## src/rtl/tcw_pkg.sv

```systemverilog
// Shared types and constants of the text console cell writer.
`default_nettype none

package tcw_pkg;

  localparam int REQ_W  = 2;
  localparam int CHAR_W = 8;
  localparam int ROW_W  = 5;
  localparam int COL_W  = 7;
  localparam int ATTR_W = 8;
  localparam int CELL_W = 16;

  localparam logic [REQ_W-1:0] REQ_PUT   = 2'd0;
  localparam logic [REQ_W-1:0] REQ_READ  = 2'd1;
  localparam logic [REQ_W-1:0] REQ_CLEAR = 2'd2;

  localparam logic [CHAR_W-1:0] CH_BS    = 8'd8;
  localparam logic [CHAR_W-1:0] CH_TAB   = 8'd9;
  localparam logic [CHAR_W-1:0] CH_NL    = 8'd10;
  localparam logic [CHAR_W-1:0] CH_CR    = 8'd13;
  localparam logic [CHAR_W-1:0] CH_SPACE = 8'd32;

  localparam logic [ATTR_W-1:0] ATTR_RESET = 8'd7;
  localparam logic [CELL_W-1:0] CELL_RESET = 16'h0020;

  typedef enum logic [2:0] {
    CMD_NOP,
    CMD_PUT,
    CMD_NEWLINE,
    CMD_RETURN,
    CMD_BACKSPACE,
    CMD_TAB,
    CMD_READ,
    CMD_CLEAR
  } tcw_cmd_t;

  typedef struct packed {
    tcw_cmd_t          cmd;
    logic [CHAR_W-1:0] ch;
    logic [ROW_W-1:0]  row;
    logic [COL_W-1:0]  col;
    logic              read_ok;
  } tcw_req_t;

endpackage

`default_nettype wire

```

## src/rtl/tcw_front.sv

```systemverilog
// Front end: classifies incoming requests and queues them for the back end.
`default_nettype none

module tcw_front #(
  parameter int COLS = 80,
  parameter int ROWS = 25
) (
  input  wire logic                         clk,
  input  wire logic                         rst,
  input  wire logic                         start,
  output logic                              busy,
  input  wire logic [tcw_pkg::REQ_W-1:0]    req_type,
  input  wire logic [tcw_pkg::CHAR_W-1:0]   char_code,
  input  wire logic [tcw_pkg::ROW_W-1:0]    read_row,
  input  wire logic [tcw_pkg::COL_W-1:0]    read_col,
  input  wire logic                         init_busy,
  output logic                              q_valid,
  output tcw_pkg::tcw_req_t                 head,
  input  wire logic                         q_pop
);

  import tcw_pkg::*;

  localparam int QDEPTH = 2;

  tcw_req_t   q [QDEPTH];
  tcw_req_t   entry;
  logic       wr_ptr;
  logic       rd_ptr;
  logic [1:0] count;
  logic       push;

  always_comb begin
    entry.ch      = char_code;
    entry.row     = read_row;
    entry.col     = read_col;
    entry.read_ok = ({1'b0, read_row} < (ROW_W + 1)'(ROWS)) &&
                    ({1'b0, read_col} < (COL_W + 1)'(COLS));
    unique case (req_type)
      REQ_PUT: begin
        priority if (char_code == CH_NL) begin
          entry.cmd = CMD_NEWLINE;
        end else if (char_code == CH_CR) begin
          entry.cmd = CMD_RETURN;
        end else if (char_code == CH_BS) begin
          entry.cmd = CMD_BACKSPACE;
        end else if (char_code == CH_TAB) begin
          entry.cmd = CMD_TAB;
        end else begin
          entry.cmd = CMD_PUT;
        end
      end
      REQ_READ:  entry.cmd = CMD_READ;
      REQ_CLEAR: entry.cmd = CMD_CLEAR;
      default:   entry.cmd = CMD_NOP;
    endcase
  end

  assign busy    = (count == 2'(QDEPTH)) || init_busy;
  assign push    = start && !busy;
  assign q_valid = (count != 2'd0);
  assign head    = q[rd_ptr];

  always_ff @(posedge clk) begin
    if (push) begin
      q[wr_ptr] <= entry;
    end
  end

  always_ff @(posedge clk) begin
    if (rst) begin
      wr_ptr <= 1'b0;
      rd_ptr <= 1'b0;
      count  <= 2'd0;
    end else begin
      if (push) begin
        wr_ptr <= ~wr_ptr;
      end
      if (q_pop) begin
        rd_ptr <= ~rd_ptr;
      end
      count <= count + 2'(push) - 2'(q_pop);
    end
  end

  a_no_pop_empty: assert property (@(posedge clk) disable iff (rst)
    q_pop |-> q_valid)
    else $error("request queue popped while empty");

endmodule

`default_nettype wire

```

## config.mk

```make
export PLATFORM = sky130hd
export DESIGN_NAME = tcw_front
export DESIGN_NICKNAME = d
export VERILOG_FILES = /design/src/rtl/tcw_pkg.sv /design/src/rtl/tcw_front.sv
export SDC_FILE = /design/constraint.sdc
export NUM_CORES = 1
export LEC_CHECK = 0
export BUFFER_PORTS_ARGS = -buffer_cell sky130_fd_sc_hd__buf_2
export CORE_UTILIZATION = 40
export DETAILED_ROUTE_END_ITERATION = 6
export GPL_TIMING_DRIVEN = 1
export HOLD_SLACK_MARGIN = 0.05
export PLACE_DENSITY = 0.64
export SLEW_MARGIN = 15
export SYNTH_ARGS = -nofsm -noshare
export SYNTH_HDL_FRONTEND = slang
export SYNTH_SLANG_ARGS = --single-unit
```

## constraint.sdc

```tcl
create_clock -name clk -period 6.85 [get_ports clk]
set_input_delay 0.685 -clock clk [delete_from_list [all_inputs] [get_ports clk]]
set_output_delay 0.685 -clock clk [all_outputs]
set_load 0.05 [all_outputs]
```

==> run metrics, run 1 <==
crit path DAT 2000 ps; Max Cap Viol 0; placed cell areas 2440 sq um; drt initial violations 59; gp weighted congestion roughly 0.78; fin cells 247; GR Util All Layers 14.7%; total congestion overflow 0; Setup Fix Bufs, Post-CTS 0; antenna diode count 0; Inst Count DP 239; Setup CP Type flip-flop to primary output; final instance area 2590 sq um; share of layout cells above drive strength 1 approximately 53%; Tightest Pin Transition 1070 ps; Multi-input gate area 544 sq um; routing usage on met1 15.6%; hold depth 2; final setup fails 0; initial antenna violation count 0; Routed WL 3690 um; Die Height between 70 and 80 um; Relative slew margins 28.5%; final hold viol count 0; Sink Count 53; area leader, netlist edfxtp_1; I/O Pins 53; CTS max path bufs 2; period utilization 39.2%; R2R Path Start count[1]; Worst R2R Path Depth 8; delay-heaviest family, CP flip-flops; top cells by area, synth edfxtp_1 (69%), mux2_2 (13%), dfxtp_1 (4.8%); largest net degree at the start of global routing 25; crit path launch type flip-flop; Die Wd ~75 um; Clock transition at path regs 90 ps; worst hold start count[1]; GR peak layer met2; simple-gate share of the synthesized area 6.54%; Synth Area in Compound Gates 1.84%; Max Slew Vio Count 0; async set-reset flop share out of synthesis 0%; Max H-tree Level 2; vias per inst about 4.8; Mapped Nets 151; R2R Path End count[1]; met3 usage 5.28%; CP Cell Sequence mux2_2, buf_2; Main synth FF type edfxtp_1; final total power 0.761 mW; post-synth top area share 68.5%; fmax approximately 0.37 GHz; Buf+Inv Stages, Crit Path 1; input/output buffers 52; Worst EP required 6160 ps; CP Capture Type primary output; Pre-antenna DRT Iters 4; initial core utilization 41.4%; DP HPWL about 2500 um; slowest cell delay on critical path 1040 ps; first-pass GRT wire length 5870 um; hold_buf cts 0; register area 1540 sq um; synth unique cells 29; Netlist Area Pre-Place 2100 sq um; Gates resized, CTS repair 0; die area roughly 5600 sq um; status finished, final reports clean; CTS tree done; nets 207; most frequent cell after synthesis edfxtp_1; routed len/inst around 15 um; Hold WC Path Type flip-flop to flip-flop; Root Buffer clkbuf_8; vias in the first global route 1289; Power Density 294 nW/um^2; R2R Setup Slk 4930 ps; Leakage 0.978 nW; Synth Area in Adders 2.38%; Post-DRT Antenna Nets 0; Clock Skew 5.57 ps; commonest cells in the synthesized netlist edfxtp_1 (48), mux2_2 (24), nor2_1 (8), dfxtp_1 (5), inv_1 (5); number of register bits inferred by synthesis 53; met2 usage 27.2%; Syn Area/Cell 17.5 sq um; Post-Synth XOR/XNOR Area less than 1%; DRC violations left 0; Seq/Total Area, Yosys 73.3%; via count 1193; Final min period approximately 2700 ps; Ys Warns 0; Core Region 5070 sq um; synthesis-to-finish area growth 23.0%; Syn Inst Count 120; fillcell total roughly 450; maximum vdd drop 133 uV; Worst Path Max Fanout 24; CTS buffer count 5; crit path max-delay cell type dfxtp_1; RSZ-0062 raised after global routing no; clk_lat worst skew about 300 ps; multiplexer share of the synthesized area 13.6%; Layout Utilization 51.0%; main combinational cell family by area after synthesis multiplexers; setup TNS 0 ps; number of synthesized flops with an enable pin 48; row cnt 26; Worst Hold Path EP count[1]
## worst max-delay path by stage
stage / from / slack, ps / end / cells after the start
3_5_place_dp: init_busy / 4230 / q[0][7] / 3
3_3_place_gp: init_busy / 4300 / q[1][21] / 3
6_report: flip-flop / 4170 / head[16] / 2
2_1_floorplan: init_busy / 4310 / q[0][0] / 2
4_1_cts: flip-flop / 4100 / head[16] / 2
5_1_grt: flip-flop / 4020 / head[16] / 2
## per-layer routing
layer  part of all wire [%]  wire length (um)  vias up
met1                     41              1510      576
met4                   0.84                31        0
met2                     51              1890       46
li1                       -                 -      565
met5                      0                 0        -
met3                    6.7               248        6
## worst register-to-register path, stage by stage, from the launching register on
cell	delay (ps)
dfxtp_1	340
nor2b_4	130
or3b_4	420
ha_1	290
inv_1	50
ha_1	180
xor2_1	150
and2_2	190
nor3_1	110
## cells in the final DEF (no fill, tap or decap)
cell,count
buf_2,52
edfxtp_1,48
mux2_2,24
nor2_1,6
inv_1,5
dfxtp_1,5
clkbuf_8,5
ha_1,4
or2_2,2
a21oi_1,2
nor2_4,2
bufinv_16,2
nor2b_4,1
nor4_1,1
nand4_1,1
or3b_4,1
o311ai_0,1
o21ai_0,1
and2_1,1
and3b_1,1
nor3b_1,1
o2111ai_1,1
and4bb_2,1
nand2_1,1
o22ai_1,1
xnor2_1,1
nor2b_1,1
mux2_4,1
xor2_1,1
and2_2,1
nor3_1,1
clkinv_2,1
## flip-flops by register name (all words and copies together) (netlist names), named ones only
name    count
rd_ptr      1
q          48
count       2
wr_ptr      1
## area by class of cell
| class | instances | area share (%) |
|---|---|---|
| multi-input combinational | 59 | 21.0 |
| inverter | 5 | 0.726 |
| clock buffer | 5 | 2.66 |
| timing repair buffer | 52 | 10.1 |
| clock inverter | 3 | 2.52 |
| sequential | 53 | 59.6 |
| tap | 70 | 3.39 |
## report_power, final
group	internal, mW	total, mW	leakage (nW)	switching (mW)
logic	0.0429	0.135	0.428	0.0918
registers	0.372	0.383	0.481	0.0114
clock network	0.145	0.243	0.0681	0.0975
## stage by stage
stage / worst slack [ps] / hold WS (ps)
4_1_cts: 4100 / 531
6_report: 4170 / 529
3_3_place_gp: 4300 / 501
2_1_floorplan: 4310 / 480
3_5_place_dp: 4230 / 508
5_1_grt: 4020 / 552
## cell families (layout without fill, tap and decap cells)
logic type,Yosys count,count (layout)
AO/OA/AOI/OAI,6,6
XOR/XNOR,2,2
adder cells (fa/ha/maj),4,4
buffers and inverters,8,65
flip-flops,53,53
multiplexers,25,25
AND/OR/NAND/NOR,22,22
(Power assumes the default switching activity.)
==> run 2, diff against run 1 <==
- ABC_AREA: default -> 1
- PLACE_DENSITY: 0.64 -> 0.63
- clock period: 6.85 -> 2.8 ns (I/O delays scaled with it)
==> run 2 against run 1 <==
Against the previous run: sequential power increased by 140%; count of clock-buffer cells in the layout did not move; critical path depth grew 1; non-clock buffer count increased by 3; hold slack got worse by 370 ps; critical path type unchanged; critical endpoint is now head[1]; highest routed layer unchanged.
==> run metrics, run 2 <==
fmax 0.524 GHz; RSZ-0062 raised after global routing no; Die Wd 77.2 um; Die Height 77.2 um; CTS max path bufs 2; Setup Fix Bufs, Post-CTS 0; CTS tree done; nets around 240; DRC violations left 0; first-pass GRT wire length 5490 um; synthesis-to-finish area growth 18.9%; Seq/Total Area, Yosys about 68%; most frequent cell after synthesis edfxtp_1; total congestion overflow 0; CP Capture Type primary output; CTS buffer count 5; area leader, netlist edfxtp_1; async set-reset flop share out of synthesis 0%; hold_buf cts 0; Core Region 5470 sq um; Clock Skew ~7 ps; routed len/inst roughly 12 um; Power Density between 600 and 700 nW/um^2; antenna diode count 0; Mapped Nets 180; drt initial violations 70; Routed WL between 3000 and 4000 um; Setup CP Type flip-flop to primary output; die area ~6000 sq um; Root Buffer clkbuf_8; Ys Warns 0; commonest cells after routing, fill and taps aside buf_2 (52), edfxtp_1 (48), mux2_4 (20); Final min period approximately 1900 ps; most common cell after layout, fill and taps aside buf_2; Max Slew Vio Count 0; setup TNS 0 ps; row cnt 27; Syn Inst Count 149; Max Cap Viol 0; GR Util All Layers 12.4%; commonest cells in the synthesized netlist edfxtp_1 (48), mux2_4 (20), nand2_1 (19), inv_1 (18), nor2_1 (16); Max H-tree Level 2; maximum vdd drop between 300 and 400 uV; Largest Register q; Tightest Pin Transition about 600 ps; initial core utilization 41.3%; final hold viol count 0; status finished, final reports clean; R2R Path Start count[0]; share of layout cells above drive strength 1 a little over two fifths; Main synth FF type edfxtp_1; period utilization 68.1%; gp weighted congestion 0.698; Relative slew margins around 60%; max reg flops 48; via count roughly 1200; Worst Path Max Fanout 24; Leakage 1.13 nW; vias per inst 4.43; R2R Setup Slk ~1100 ps; Hold WC Path Type input port to flip-flop; Clock transition at path regs 90 ps; input/output buffers 52; initial antenna violation count 0; Post-DRT Antenna Nets 0; final setup fails 0; DP HPWL 2450 um; vias in the first global route ~1200; Worst EP required 2520 ps; Gates resized, CTS repair 0; post-synth top area share 63.8%; Syn Area/Cell 15.2 sq um; number of register bits inferred by synthesis 53; Critical Path Sink head[1]; clk_lat worst skew approximately 300 ps; I/O Pins 53; number of synthesized flops with an enable pin 48; Worst R2R Path Depth 5; largest net degree at the start of global routing 25; Sink Count 53; Pre-antenna DRT Iters 4; Netlist Area Pre-Place 2260 sq um; crit path DAT 1630 ps; crit path launch type flip-flop; Largest regs q: 48 flops, count: 2 flops; top cells by area, synth edfxtp_1 (64%), mux2_4 (13%), dfxtp_1 (4.4%); synth unique cells 17; R2R Path End q[1][13]; final total power 1.77 mW
[run 2: how the worst min path moves through the flow]
stage               depth (start not counted)  slack [ps]         from  endpoint
floorplan                                   1         350          rst    wr_ptr
global placement                            2         460       wr_ptr    wr_ptr
detailed placement                          2         450       wr_ptr    wr_ptr
CTS                                         1         150  read_col[0]   q[0][1]
global route                                1         160  read_col[3]   q[1][4]
finish                                      1         160  read_col[0]   q[0][1]
[run 2: cell type report]
cell class,instances,area [sq um]
Clock inverter,2,35.0
Timing Repair Buffer,55,283
Clock buffer,5,68.8
Multi-Input combinational cell,75,602
Sequential cell,53,1540
Inverter,18,67.6
Fill cell,493,2790
Tap cell,72,90.1
[run 2: kinds of logic after synthesis]
group | count (synthesis) | synth area share, %
xor gates and xnor gates | 2 | 0.775
buffers and inverters | 21 | 5.26
DFF | 53 | 68.2
muxes | 24 | 15.3
AOI/OAI and AO/OA | 5 | 1.22
and+or+nand+nor | 40 | 7.03
adders and majority gates | 4 | 2.21
[run 2: per-stage QoR]
stage | setup WS, ps | cells | hold slack [ps] | util (%) | cell area, sq um
after global placement | 1070 | 273 | 458 | 47.2 | 2580
after global routing | 818 | 280 | 156 | 49.1 | 2690
final | 893 | 280 | 163 | 49.1 | 2690
after detailed placement | 1060 | 273 | 452 | 47.2 | 2580
after floorplan | 809 | 149 | 349 | - | 2260
after CTS | 862 | 280 | 153 | 49.1 | 2690
[run 2: metal layers]
layer | part of all wire, % | global-route usage (%) | vias up
met5 | 0 | 0 | -
met4 | 1.8 | 5.66 | 0
met3 | 7.0 | 5.00 | 7
met2 | 49 | 20.6 | 27
met1 | 43 | 13.8 | 571
li1 | - | - | 635
[run 2: critical path, cell delays in order, from the launching register on]
cell and delay [ps]:
dfxtp_1 330, buf_4 380, mux2_2 400, buf_2 210
[run 2: power by group]
| part | internal (mW) | switching, mW | total [mW] |
|---|---|---|---|
| logic | 0.117 | 0.245 | 0.361 |
| clock network | 0.260 | 0.231 | 0.491 |
| registers | 0.908 | 0.0105 | 0.918 |
==> run 3, diff against run 2 <==
- PLACE_DENSITY: 0.63 -> 0.66
- clock period: 2.8 -> 1.5 ns (I/O delays scaled with it)
==> run 3 against run 2 <==
Against the previous run: the flow now finishes with violations (setup timing); sequential cell count unchanged; highest routed layer unchanged; worst setup slack worse by 900 ps; combinational power increased by 150%; clock power increased by 52%; critical endpoint is now head[6].
==> run metrics, run 3 (same netlist as run 2, synthesis figures left out) <==
status finished with violations; failing checks setup timing; via count roughly 1300; I/O Pins 53; CTS tree done; max reg flops 48; Worst EP required 1350 ps; fmax 0.664 GHz; largest net degree at the start of global routing 17; CP Capture Type primary output; input/output buffers 52; Die Wd 77.2 um; Hold WC Path Type input port to flip-flop; first-pass GRT wire length about 6000 um; Net Sw Frac 28.0%; worst hold start rst; Net Sw Power about 0.94 mW; Max Cap Viol 0; Place WS -17.6 ps; Leakage 1.29 nW; P_int 2.42 mW; vias per inst 4.49; final hold viol count 0; Max Slew Vio Count 0; routed len/inst 13.0 um; Setup CP Type flip-flop to primary output; setup ws final -5.42 ps; crit path launch type flip-flop; clk_lat worst skew 290 ps; total congestion overflow 0; maximum vdd drop 626 uV; Die Height 77.2 um; vias in the first global route 1307; Largest regs q: 48 flops, count: 2 flops; synthesis-to-finish area growth 37.1%; setup TNS -12.5 ps; Largest Register q; nets 254; Final min period about 1500 ps; drt initial violations 73; GR Util All Layers a little over an eighth; Multi-input gate area 639 sq um; Power Density between 1000 and 1500 nW/um^2; initial antenna violation count 0; CTS buffer count 5; combinational cell fraction of total power a little over a quarter; most common cell after layout, fill and taps aside edfxtp_1; Routed WL about 3900 um; Tightest Pin Transition 258 ps; die area 5950 sq um; Max H-tree Level 2; register area 1550 sq um; Root Buffer clkbuf_8; Relative slew margins 82.7%; Worst Path Max Fanout 12; CTS max path bufs 2; antenna diode count 0; period utilization 100%; DRC violations left 0; final setup fails 4; clock share of power 22.2%; Pre-antenna DRT Iters 4; commonest cells after routing, fill and taps aside edfxtp_1 (48), buf_2 (28), mux2_4 (24); Core Region between 5000 and 6000 sq um; crit path DAT 1360 ps; final instance area ~3100 sq um; DP HPWL 2520 um; RSZ-0062 raised after global routing yes; fillcell total 468; share of layout cells above drive strength 1 43.3%; Post-DRT Antenna Nets 0; Clock transition at path regs 90 ps; Setup Fix Bufs, Post-CTS 0; gp weighted congestion 0.777; Sink Count 53; placed cell areas approximately 2700 sq um; row cnt 27; Layout Utilization 56.6%; Clock Skew 7.33 ps; Flop pwr share 51.4%; initial core utilization 41.3%; R2R Path Start count[0]
## run 3: cell types whose count changed in the layout (fill, tap and decap cells not counted), sizes merged
cell         change
clkbuf           +4
bufinv           -1
clkinv           -1
buf              +5
dlygate4sd3      +9
## run 3: cell type report
type | count | area share, %
inverters | 18 | 2.18
flip-flops and latches | 53 | 49.9
clock buffers | 8 | 2.58
repair buffers | 70 | 21.8
multi-input cells | 75 | 20.6
well taps | 72 | 2.91
## run 3: power groups by stage
stage	combinational [mW]	sequential, mW	clock, mW
6_report	0.886	1.72	0.744
5_1_grt	0.936	1.73	0.831
3_5_place_dp	0.720	1.75	0
3_3_place_gp	0.713	1.75	0
4_1_cts	0.849	1.72	0.773
2_1_floorplan	0.554	1.74	0
## run 3: critical path, cell delays in order, from the launching register on
cell	delay, ps
dfxtp_4	410
buf_16	170
mux2_4	310
buf_6	150
## run 3: what timing repair did
item | CTS | global route
gates resized for setup | 54 | 11
hold endpoints to repair | 14 | 4
gates cloned | 1 | 1
endpoints found under the setup margin | 25 | 25
pin swaps | 1 | 1
hold buffers | 7 | 2
## run 3: routing by layer
metal / share of wire [%] / vias to the layer above / track usage (%)
met5: 0 / - / 0
met4: 1.9 / 0 / 6.23
met3: 3.4 / 8 / 3.10
met2: 52 / 24 / 23.4
met1: 42 / 632 / 15.4
li1: - / 664 / -
## run 3: worst paths after layout
| kind | end | slack, ps | cells past startpoint |
|---|---|---|---|
| max reg2reg | count[1] | 80 | 10 |
| min | count[0] | 60 | 2 |
| max | head[6] | -5 | 3 |
| min reg2reg | wr_ptr | 470 | 2 |
## run 3: per-stage QoR
step / cells / hold slack [ps] / power (mW)
6_report: 296 / 56.8 / 3.35
5_1_grt: 296 / 53.1 / 3.50
4_1_cts: 293 / 51.3 / 3.34
3_5_place_dp: 277 / 342 / 2.47
3_3_place_gp: 277 / 342 / 2.46
2_1_floorplan: 149 / 219 / 2.30
